[config.mk]
export PLATFORM = sky130hd
export DESIGN_NAME = modular_exponentiation_unit
export DESIGN_NICKNAME = d
export VERILOG_FILES = /design/src/rtl/mexp_pkg.sv /design/src/rtl/mexp_rem.sv /design/src/rtl/mexp_mulmod.sv /design/src/rtl/modular_exponentiation_unit.sv
export SDC_FILE = /design/constraint.sdc
export NUM_CORES = 1
export LEC_CHECK = 0
export BUFFER_PORTS_ARGS = -buffer_cell sky130_fd_sc_hd__buf_4
export CAP_MARGIN = 30
export CORE_ASPECT_RATIO = 0.7
export CORE_MARGIN = 2
export CORE_UTILIZATION = 35
export CTS_CLUSTER_SIZE = 20
export DETAILED_ROUTE_END_ITERATION = 7
export GPL_TIMING_DRIVEN = 0
export PLACE_DENSITY = 0.54
export SLEW_MARGIN = 25
export SYNTH_ARGS = -nofsm -noshare
export SYNTH_HDL_FRONTEND = slang
export SYNTH_SLANG_ARGS = --single-unit
export TNS_END_PERCENT = 5
[constraint.sdc]
create_clock -name clk -period 12.3 [get_ports clk]
set_input_delay 3.69 -clock clk [delete_from_list [all_inputs] [get_ports clk]]
set_output_delay 3.69 -clock clk [all_outputs]
set_load 0.05 [all_outputs]
[src/rtl/mexp_pkg.sv]
`timescale 1ns / 1ps
// Package for the modular exponentiation unit: request and result item types.
// No dependencies; used by the top level and its port list.
package mexp_pkg;

	// Width of every request field and of the result value (bad_modulus is a single bit)
	localparam int FIELD_W = 32;

	typedef struct packed {
		logic [FIELD_W-1:0] base_value;
		logic [FIELD_W-1:0] exponent;
		logic [FIELD_W-1:0] modulus;
	} in_item_t;

	typedef struct packed {
		logic [FIELD_W-1:0] power_result;
		logic               bad_modulus;
	} out_item_t;

endpackage

[src/rtl/mexp_rem.sv]
`timescale 1ns / 1ps
// Bit-serial remainder unit: dividend mod divisor, one dividend bit per cycle.
// Depends on nothing; instantiated by modular_exponentiation_unit.
module mexp_rem #(
	parameter int WIDTH = 32
) (
	input  logic             clk,
	input  logic             arst_n,
	input  logic             start,
	input  logic [WIDTH-1:0] dividend,
	input  logic [WIDTH-1:0] divisor,
	output logic             done,
	output logic [WIDTH-1:0] remainder
);

	localparam int CNT_W = $clog2(WIDTH);

	logic             busy_q;
	logic             done_q;
	logic [CNT_W-1:0] cnt_q;
	logic [WIDTH-1:0] rem_q;
	logic [WIDTH-1:0] num_q;
	logic [WIDTH-1:0] div_q;
	logic [WIDTH:0]   trial;
	logic [WIDTH:0]   next_rem;

	// Shift in the next dividend bit and subtract the divisor when it fits
	always_comb begin
		trial    = {rem_q, num_q[WIDTH-1]};
		next_rem = (trial >= {1'b0, div_q}) ? trial - {1'b0, div_q} : trial;
	end

	// Step through all dividend bits, MSB first
	always_ff @(posedge clk or negedge arst_n) begin
		if (!arst_n) begin
			busy_q <= 1'b0;
			done_q <= 1'b0;
			cnt_q  <= '0;
			rem_q  <= '0;
			num_q  <= '0;
			div_q  <= '0;
		end else begin
			done_q <= !start && busy_q && (cnt_q == CNT_W'(WIDTH - 1));
			if (start) begin
				busy_q <= 1'b1;
				cnt_q  <= '0;
				rem_q  <= '0;
				num_q  <= dividend;
				div_q  <= divisor;
			end else if (busy_q) begin
				rem_q <= next_rem[WIDTH-1:0];
				num_q <= {num_q[WIDTH-2:0], 1'b0};
				cnt_q <= cnt_q + 1'b1;
				if (cnt_q == CNT_W'(WIDTH - 1))
					busy_q <= 1'b0;
			end
		end
	end

	assign done      = done_q;
	assign remainder = rem_q;

`ifndef NO_ASSERTIONS
	// A new division never starts over one in flight
	assert property (@(posedge clk) disable iff (!arst_n) start |-> !busy_q)
		else $error("mexp_rem: start while busy");
	// The partial remainder stays below the divisor
	assert property (@(posedge clk) disable iff (!arst_n)
		busy_q && !start |=> (rem_q < div_q) || (div_q == '0))
		else $error("mexp_rem: partial remainder out of range");
	// Done follows only the last step
	assert property (@(posedge clk) disable iff (!arst_n) done_q |-> !busy_q)
		else $error("mexp_rem: done while still busy");
`endif

endmodule

[src/rtl/mexp_mulmod.sv]
`timescale 1ns / 1ps
// Bit-serial modular multiplier: a*b mod m by shift-and-add, one bit of b per cycle.
// Depends on nothing; instantiated by modular_exponentiation_unit.
module mexp_mulmod #(
	parameter int WIDTH = 32
) (
	input  logic             clk,
	input  logic             arst_n,
	input  logic             start,
	input  logic [WIDTH-1:0] a,
	input  logic [WIDTH-1:0] b,
	input  logic [WIDTH-1:0] m,
	output logic             done,
	output logic [WIDTH-1:0] product
);

	localparam int CNT_W = $clog2(WIDTH);

	logic             busy_q;
	logic             done_q;
	logic [CNT_W-1:0] cnt_q;
	logic [WIDTH-1:0] acc_q;
	logic [WIDTH-1:0] a_q;
	logic [WIDTH-1:0] b_q;
	logic [WIDTH-1:0] m_q;
	logic [WIDTH-1:0] acc_next;
	logic [WIDTH-1:0] dbl_next;

	// (x + y) mod m for x, y < m
	function automatic logic [WIDTH-1:0] add_mod(
		input logic [WIDTH-1:0] x,
		input logic [WIDTH-1:0] y,
		input logic [WIDTH-1:0] md
	);
		logic [WIDTH:0] s;
		s = {1'b0, x} + {1'b0, y};
		if (s >= {1'b0, md})
			s = s - {1'b0, md};
		return s[WIDTH-1:0];
	endfunction

	// Accumulate the current addend when the multiplier bit is set, then double it
	always_comb begin
		acc_next = b_q[0] ? add_mod(acc_q, a_q, m_q) : acc_q;
		dbl_next = add_mod(a_q, a_q, m_q);
	end

	// Walk all WIDTH multiplier bits, LSB first
	always_ff @(posedge clk or negedge arst_n) begin
		if (!arst_n) begin
			busy_q <= 1'b0;
			done_q <= 1'b0;
			cnt_q  <= '0;
			acc_q  <= '0;
			a_q    <= '0;
			b_q    <= '0;
			m_q    <= '0;
		end else begin
			done_q <= !start && busy_q && (cnt_q == CNT_W'(WIDTH - 1));
			if (start) begin
				busy_q <= 1'b1;
				cnt_q  <= '0;
				acc_q  <= '0;
				a_q    <= a;
				b_q    <= b;
				m_q    <= m;
			end else if (busy_q) begin
				acc_q <= acc_next;
				a_q   <= dbl_next;
				b_q   <= {1'b0, b_q[WIDTH-1:1]};
				cnt_q <= cnt_q + 1'b1;
				if (cnt_q == CNT_W'(WIDTH - 1))
					busy_q <= 1'b0;
			end
		end
	end

	assign done    = done_q;
	assign product = acc_q;

`ifndef NO_ASSERTIONS
	// A new product never starts over one in flight
	assert property (@(posedge clk) disable iff (!arst_n) start |-> !busy_q)
		else $error("mexp_mulmod: start while busy");
	// Accumulator and addend stay reduced while stepping
	assert property (@(posedge clk) disable iff (!arst_n)
		busy_q && !start |-> (acc_q < m_q) && (a_q < m_q))
		else $error("mexp_mulmod: operand out of range");
	// Done is a single-cycle pulse
	assert property (@(posedge clk) disable iff (!arst_n) done_q |=> !done_q)
		else $error("mexp_mulmod: done held");
`endif

endmodule

[src/rtl/modular_exponentiation_unit.sv]
`timescale 1ns / 1ps
// Each request reduces the base, then scans the exponent bits; a clear exponent bit
// skips the multiply, and a zero modulus goes straight to the result.
// One request at a time, set by the single shared bit-serial modular multiplier
// and the bit-serial base reduction.
// A new request is taken while the last result waits in the output register.
// arst_n clears the controller and the output register; no result is pending after reset.
module modular_exponentiation_unit #(
	parameter int WIDTH = 32
) (
	input  logic                clk,
	input  logic                arst_n,
	input  logic                in_valid,
	output logic                in_ready,
	input  mexp_pkg::in_item_t  in_item,
	output logic                out_valid,
	input  logic                out_ready,
	output mexp_pkg::out_item_t out_item
);

	import mexp_pkg::*;

	localparam int CNT_W = $clog2(WIDTH);

	typedef enum logic [2:0] {
		S_IDLE,
		S_REDUCE,
		S_BIT,
		S_MUL,
		S_SQR,
		S_DONE
	} state_t;

	state_t           state_q;
	logic [WIDTH-1:0] base_q;
	logic [WIDTH-1:0] exp_q;
	logic [WIDTH-1:0] mod_q;
	logic [WIDTH-1:0] acc_q;
	logic             bad_q;
	logic [CNT_W-1:0] bit_cnt_q;
	logic             out_valid_q;
	out_item_t        out_item_q;

	logic             accept;
	logic [WIDTH-1:0] in_base;
	logic [WIDTH-1:0] in_mod;
	logic             rem_start;
	logic             rem_done;
	logic [WIDTH-1:0] rem_value;
	logic             mul_start;
	logic             mul_done;
	logic [WIDTH-1:0] mul_a;
	logic [WIDTH-1:0] mul_product;
	logic             out_free;

	// Take operands as their low WIDTH bits
	assign in_base  = WIDTH'(in_item.base_value);
	assign in_mod   = WIDTH'(in_item.modulus);
	assign in_ready = (state_q == S_IDLE);
	assign accept   = in_valid && in_ready;
	assign out_free = !out_valid_q || out_ready;

	// Reduce the base right away unless the modulus is zero
	assign rem_start = accept && (in_mod != '0);

	// Multiply on a set exponent bit, square on a clear one or after the multiply
	assign mul_start = (state_q == S_BIT) || ((state_q == S_MUL) && mul_done);
	assign mul_a     = ((state_q == S_BIT) && exp_q[0]) ? acc_q : base_q;

	mexp_rem #(
		.WIDTH(WIDTH)
	) u_rem (
		.clk      (clk),
		.arst_n   (arst_n),
		.start    (rem_start),
		.dividend (in_base),
		.divisor  (in_mod),
		.done     (rem_done),
		.remainder(rem_value)
	);

	mexp_mulmod #(
		.WIDTH(WIDTH)
	) u_mulmod (
		.clk    (clk),
		.arst_n (arst_n),
		.start  (mul_start),
		.a      (mul_a),
		.b      (base_q),
		.m      (mod_q),
		.done   (mul_done),
		.product(mul_product)
	);

	// Sequence the exponent scan and hold the result register
	always_ff @(posedge clk or negedge arst_n) begin
		if (!arst_n) begin
			state_q     <= S_IDLE;
			base_q      <= '0;
			exp_q       <= '0;
			mod_q       <= '0;
			acc_q       <= '0;
			bad_q       <= 1'b0;
			bit_cnt_q   <= '0;
			out_valid_q <= 1'b0;
			out_item_q  <= '0;
		end else begin
			if ((state_q == S_DONE) && out_free)
				out_valid_q <= 1'b1;
			else if (out_valid_q && out_ready)
				out_valid_q <= 1'b0;
			case (state_q)
				S_IDLE: begin
					if (accept) begin
						exp_q     <= WIDTH'(in_item.exponent);
						mod_q     <= in_mod;
						bit_cnt_q <= '0;
						if (in_mod == '0) begin
							acc_q   <= '0;
							bad_q   <= 1'b1;
							state_q <= S_DONE;
						end else begin
							acc_q   <= (in_mod == WIDTH'(1)) ? '0 : WIDTH'(1);
							bad_q   <= 1'b0;
							state_q <= S_REDUCE;
						end
					end
				end
				S_REDUCE: begin
					if (rem_done) begin
						base_q  <= rem_value;
						state_q <= S_BIT;
					end
				end
				S_BIT: begin
					state_q <= exp_q[0] ? S_MUL : S_SQR;
				end
				S_MUL: begin
					if (mul_done) begin
						acc_q   <= mul_product;
						state_q <= S_SQR;
					end
				end
				S_SQR: begin
					if (mul_done) begin
						base_q    <= mul_product;
						exp_q     <= {1'b0, exp_q[WIDTH-1:1]};
						bit_cnt_q <= bit_cnt_q + 1'b1;
						if (bit_cnt_q == CNT_W'(WIDTH - 1))
							state_q <= S_DONE;
						else
							state_q <= S_BIT;
					end
				end
				S_DONE: begin
					if (out_free) begin
						out_item_q.power_result <= FIELD_W'(acc_q);
						out_item_q.bad_modulus  <= bad_q;
						state_q                 <= S_IDLE;
					end
				end
				default: begin
					state_q <= S_IDLE;
				end
			endcase
		end
	end

	assign out_valid = out_valid_q;
	assign out_item  = out_item_q;

`ifndef NO_ASSERTIONS
	// Reduction only completes while the controller waits for it
	assert property (@(posedge clk) disable iff (!arst_n) rem_done |-> state_q == S_REDUCE)
		else $error("modular_exponentiation_unit: stray reduction done");
	// Products only complete while a multiply or square is pending
	assert property (@(posedge clk) disable iff (!arst_n)
		mul_done |-> (state_q == S_MUL) || (state_q == S_SQR))
		else $error("modular_exponentiation_unit: stray product done");
	// A zero modulus goes straight to the result with the flag set
	assert property (@(posedge clk) disable iff (!arst_n)
		accept && (in_mod == '0) |=> (state_q == S_DONE) && bad_q && (acc_q == '0))
		else $error("modular_exponentiation_unit: zero modulus not flagged");
	// A pending result is never overwritten
	assert property (@(posedge clk) disable iff (!arst_n)
		(state_q == S_DONE) && out_valid_q && !out_ready |=> state_q == S_DONE)
		else $error("modular_exponentiation_unit: result register overrun");
`endif

endmodule
* After elaboration in Yosys (flattened, before gate mapping) *
Index checks and enable logic that the tools add are counted.

word-level totals
  bits in registers = 409
  input port bits = 100
  output and inout bits = 35

operators by class
  magnitude comparators = 3
  equal/unequal tests = 14
  add/sub/neg operators = 8
  reductions and logical operators = 32
  mux-type cells = 50

operator list
  kind                   count
  $mux W32               20
  $pmux W32 S2           3
  $ge A33 B32 Y1         3
  $sub A32 B32 Y32       3
  $add A32 B32 Y33       2
  $eq A32 B1 Y1 const B  1
  $logic_not A32 Y1      1
  $reduce_bool A32 Y1    1
  $mux W5                6
  $mux W3                8
  $pmux W3 S6            1
  $add A5 B1 Y5 const B  3
  $eq A5 B5 Y1 const B   3
  $reduce_bool A2 Y1     7
  $mux W1                11
  $logic_and A1 B1 Y1    10
  $pmux W5 S2            1
  $reduce_and A3 Y1      3
  $ne A2 B1 Y1 const B   4
  $eq A3 B2 Y1 const B   2
  $eq A3 B3 Y1 const B   2
  $reduce_and A2 Y1      3
  $reduce_and A5 Y1      1
  $eq A3 B1 Y1 const B   1
  4 further kinds        7

* Depth between registers and ports, before layout *
  depth in word-level cells = 6
  depth in mapped cells = 26
  mapped depth without buffers = 24

* Hierarchy *
From an unflattened synthesis, not the netlist that was laid out.

unflattened totals
  cell total of the unflattened synthesis = 2771
  area, all modules = 25226.7 µm²

modules (own cells, without submodules)
  module                       times used  cells each  seq. area each (µm²)  area each (µm²)
  mexp_mulmod                  1           1310        3378.2                11030.6
  modular_exponentiation_unit  1           746         4279.1                7800.0
  mexp_rem                     1           715         2577.5                6396.1

* Worst setup path after synthesis *
OpenSTA, ideal clock, no wires.

  path kind = reg2out
  start = reg state_q[1]
  end = out in_ready
  required time = 8.610 ns
  path buffers = 1
  cell stages (with the launch flop) = 3
  arrival = 1.726 ns
  path slack = 6.884 ns
  cells stage by stage = dfrtp_1 > clkbuf_1 > nor3_1

between the ends
  word-level cells in the longest chain between the ends = 1

RTL lines
  element                 RTL line                            source
  from (decl)             modular_exponentiation_unit.sv:34   state_t state_q;
  from (signal assigned)  modular_exponentiation_unit.sv:136  state_q <= exp_q[0] ? S_MUL : S_SQR;
  $logic_not A3 Y1        modular_exponentiation_unit.sv:59   assign in_ready = (state_q == S_IDLE);
  to (decl)               modular_exponentiation_unit.sv:14   output logic in_ready,

No other way between the ends.

* Worst setup path in the final report *
  start = in in_item[1] in the netlist's numbering
  end = reg u_rem.rem_q[18] (netlist: u_rem.remainder[18])

between the ends
  word-level cells in the longest chain between the ends = 3

RTL lines
  element                                                RTL line                           source
  from (decl)                                            modular_exponentiation_unit.sv:15  input mexp_pkg::in_item_t in_item,
  $reduce_bool A32 Y1 (*)                                modular_exponentiation_unit.sv:64  assign rem_start = accept && (in_mod != '0);
  $logic_and A1 B1 Y1 (*)                                modular_exponentiation_unit.sv:64
  $mux W32 / $reduce_bool A2 Y1 (equally long branches)  n/a
  to (signal assigned)                                   mexp_rem.sv:51                     rem_q <= next_rem[WIDTH-1:0];
  to (decl)                                              mexp_rem.sv:21                     logic [WIDTH-1:0] rem_q;

Every way passes the cells marked *; elsewhere a longest branch is shown, timed or not.
A chain may end at the register's enable or synchronous reset.

==> impl_results.md <==
* Status: complete, no violations
* Synth Area in XOR/XNOR at 0.0383
* Initial Utilization at 0.355
* Synth Register Bits at 409
* Post-synth ARST share at 1.00
* EDFF count, synth at 0
* Clock Skew at 0.0128 ns
* Distinct cell type count after synthesis at 78
* CTS Buf Count at 44
* Per-cell routed wire length at 22.4 um
* Hpwl dp at 68.7 mm
* Slew Limit Fails at 0
* Root Buffer: clkbuf_16
* Core area at 68400 um2
* Mapped Area at 24200 um2
* Final hold violations at 0
* All-Layer GR Usage at 0.242
* Top cells by area, synth: dfrtp_1 (42%), nand2_1 (7.1%), mux2i_1 (6.9%)
* Slew headroom at 0.263
* CTS tree: built
* GRT overflow at 0
* Syn_area_per_cell at 8.90 um2
* Post-Syn Nets at 2963
* Die Wd at 319 um
* Clock edge transition at the registers on the reported setup and hold paths at 0.06 ns
* Syn Inst Count at 2725
* Vias per cell at 5.55
* Max cap viols at 0
* Vias in the first global route at 20767
* First-pass GRT wire length at 131 mm
* Fin area at 28200 um2
* P&R area growth vs syn at 16.3%
* Worst hold path class: reg -> reg
* CP max FO at 10
* Critical Path Source Type: primary input
* Area of the die at 71400 um2
* Clock tree sinks at 409
* # DRC at 0
* Period minus WS final at 6.18 ns
* First drt pass iteration count at 6
* Pwr dens at 281 nW/um2
* Top-area cell type share of the netlist area at 0.422
* DRT iter0 DRCs at 2063
* Max frequency at 0.162 GHz
* Worst Max-Slew Pin Slew at 1.09 ns
* # hold bufs at CTS at 0
* Fin crit share at 0.503
* Largest family of logic cells by synthesized area: compound AO/OA/AOI/OAI gates
* Fin Setup TNS at 0 ns
* Post-CTS resize count at 0
* Multiplexer share of the synthesized area at 0.0865
* Compound-Gate Fraction of Synth Area at 0.198
* Ys Warns at 0
* Final WL at 86.2 mm
* RSZ-0062 raised after global routing: false
* Final Wtd Congestion at 1.01
* Final nets at 3151
* Sequential area share after synthesis at 0.422
* WP data required at 12.81 ns
* Number of buffers added on ports at 134
* Setup CP Type: in -> reg
* Leak at 13.2 nW
* Clock buffer depth at 3
* Simple-Gate Fraction of Synth Area at 0.145
* Top_reg_cell synth: dfrtp_1
* Largest net degree at the start of global routing at 94
* Postcts setup bufs at 0
* Initial antenna violation count at 3
* Yosys top cell by area: dfrtp_1
* Worst vdd ir at 0.140 mV
* Area after DPL at 26500 um2
* Worst setup EP type: flop
* DR vias at 21363
* H-tree depth at 2
* Die Ht at 224 um
* CP Data Arrival Time at 6.69 ns
* Worst-Skew Late Latency at 0.59 ns
* Layout cells sized above 1 at 0.0984
* Routed Antenna Nets at 0
* Row count at 80
* I/O Pins at 135
* # setup viols final at 0
* Synth Area in Adders at 0.0725
[through the flow]
| stage | hold slack [ns] | instances | power, mW | worst slack (ns) | util |
|---|---|---|---|---|---|
| finish | 0.475 | 3849 | 7.93 | 6.12 | 0.412 |
| global route | 0.500 | 3848 | 8.52 | 6.05 | 0.412 |
| CTS | 0.481 | 3846 | 7.87 | 6.35 | 0.412 |
| detailed placement | 0.463 | 3767 | 6.28 | 5.72 | 0.388 |
| global placement | 0.463 | 3761 | 6.22 | 3.32 | 0.386 |
| floorplan | 0.441 | 2725 | 5.01 | 6.88 | - |
[routing by layer]
layer	routed length [um]	GRT usage	up-vias
li1	-	-	9999
met1	44800	0.389	10543
met2	33200	0.329	713
met3	6390	0.0410	108
met4	1800	0.0558	0
met5	0	0	-
[cells by family after synthesis]
family,count (synthesis)
and+or+nand+nor,820
muxes,205
adders and majority gates,138
buffers and inverters,232
DFF,409
AOI/OAI and AO/OA,815
xor gates and xnor gates,106
[placed cells by master (no fill, tap or decap), drive strengths merged, types with 27 or more instances in the layout]
| master | netlist | final |
|---|---|---|
| a21o | 51 | 51 |
| xor2 | 39 | 39 |
| inv | 99 | 99 |
| nor2 | 163 | 163 |
| mux2i | 168 | 168 |
| nand3 | 40 | 40 |
| nor3 | 27 | 27 |
| mux2 | 37 | 37 |
| o21ai | 339 | 339 |
| ha | 134 | 134 |
| buf | 27 | 169 |
| clkbuf | 106 | 164 |
| nand2 | 459 | 459 |
| a21oi | 229 | 229 |
| a31oi | 34 | 34 |
| xnor2 | 67 | 67 |
| dfrtp | 409 | 409 |
[critical path, stage by stage]
cell      delay (ns)
buf_4           0.12
nor4_1          0.74
nand4_1         0.41
nor3_1          0.44
nand2b_1        0.51
clkbuf_1        0.43
o21ai_0         0.18
a21oi_1         0.16
[power by group]
group	leakage [nW]	switching, mW	internal (mW)
clock network	0.793	0.601	0.952
registers	5.38	0.264	1.71
logic	7.07	2.77	1.63
total	13.2	3.64	4.29
[worst paths after layout]
kind                            startpoint                    to  slack [ns]  cells after the start
max                             in_item[1]   u_rem.remainder[18]        6.12                      8
min reg2reg                       mod_q[2]              mod_q[2]        0.47                      2
min in group asynchronous           arst_n             exp_q[18]        3.04                      1
max reg2reg                u_mulmod.a_q[3]  u_mulmod.product[24]        6.28                     19
max in group asynchronous           arst_n           out_item[4]        7.85                      3
min                               mod_q[2]              mod_q[2]        0.47                      2
[synth_stat cells (5+ instances only)]
cell / number
or3_1: 7
a21boi_0: 5
o21ai_1: 11
nor4_1: 7
o21a_1: 19
o211ai_1: 17
a211oi_1: 20
a221oi_1: 10
nand4_1: 22
and3_1: 18
nand3_1: 40
nor2b_1: 23
nor2_1: 162
o22ai_1: 8
a31oi_1: 34
ha_1: 134
xnor2_1: 67
dfrtp_1: 409
inv_1: 98
buf_4: 5
o31ai_1: 10
xor2_1: 39
nor3_1: 27
o21ai_0: 328
a32oi_1: 6
a21oi_1: 227
clkbuf_1: 106
mux2_2: 37
o31a_1: 7
nand2_1: 458
o21bai_1: 15
buf_1: 15
a21o_1: 51
and2_1: 12
or2_2: 5
mux2i_1: 168
nand2b_1: 26
[registers in the layout (all words and copies together), names as in the netlist, 5 cells and up]
name and count:
out_item 33, u_rem.cnt_q 5, u_rem.div_q 32, u_rem.remainder 32, u_mulmod.product 32, bit_cnt_q 5, u_mulmod.a_q 32, mod_q 32
u_mulmod.m_q 32, u_mulmod.b_q 32, u_mulmod.cnt_q 5, u_rem.num_q 32, exp_q 32, base_q 32, acc_q 32
[cell type report]
cell class | count | area [um2]
diodes | 1 | 2.50
plain buffers | 133 | 547
clock buffers | 58 | 1220
clock inverters | 21 | 413
fillers | 6862 | 40200
inverters | 99 | 372
multi-input cells | 2084 | 13100
flip-flops and latches | 409 | 10200
well taps | 902 | 1130
repair buffers | 142 | 1170
No activity file was read; power rests on OpenSTA's default activity.
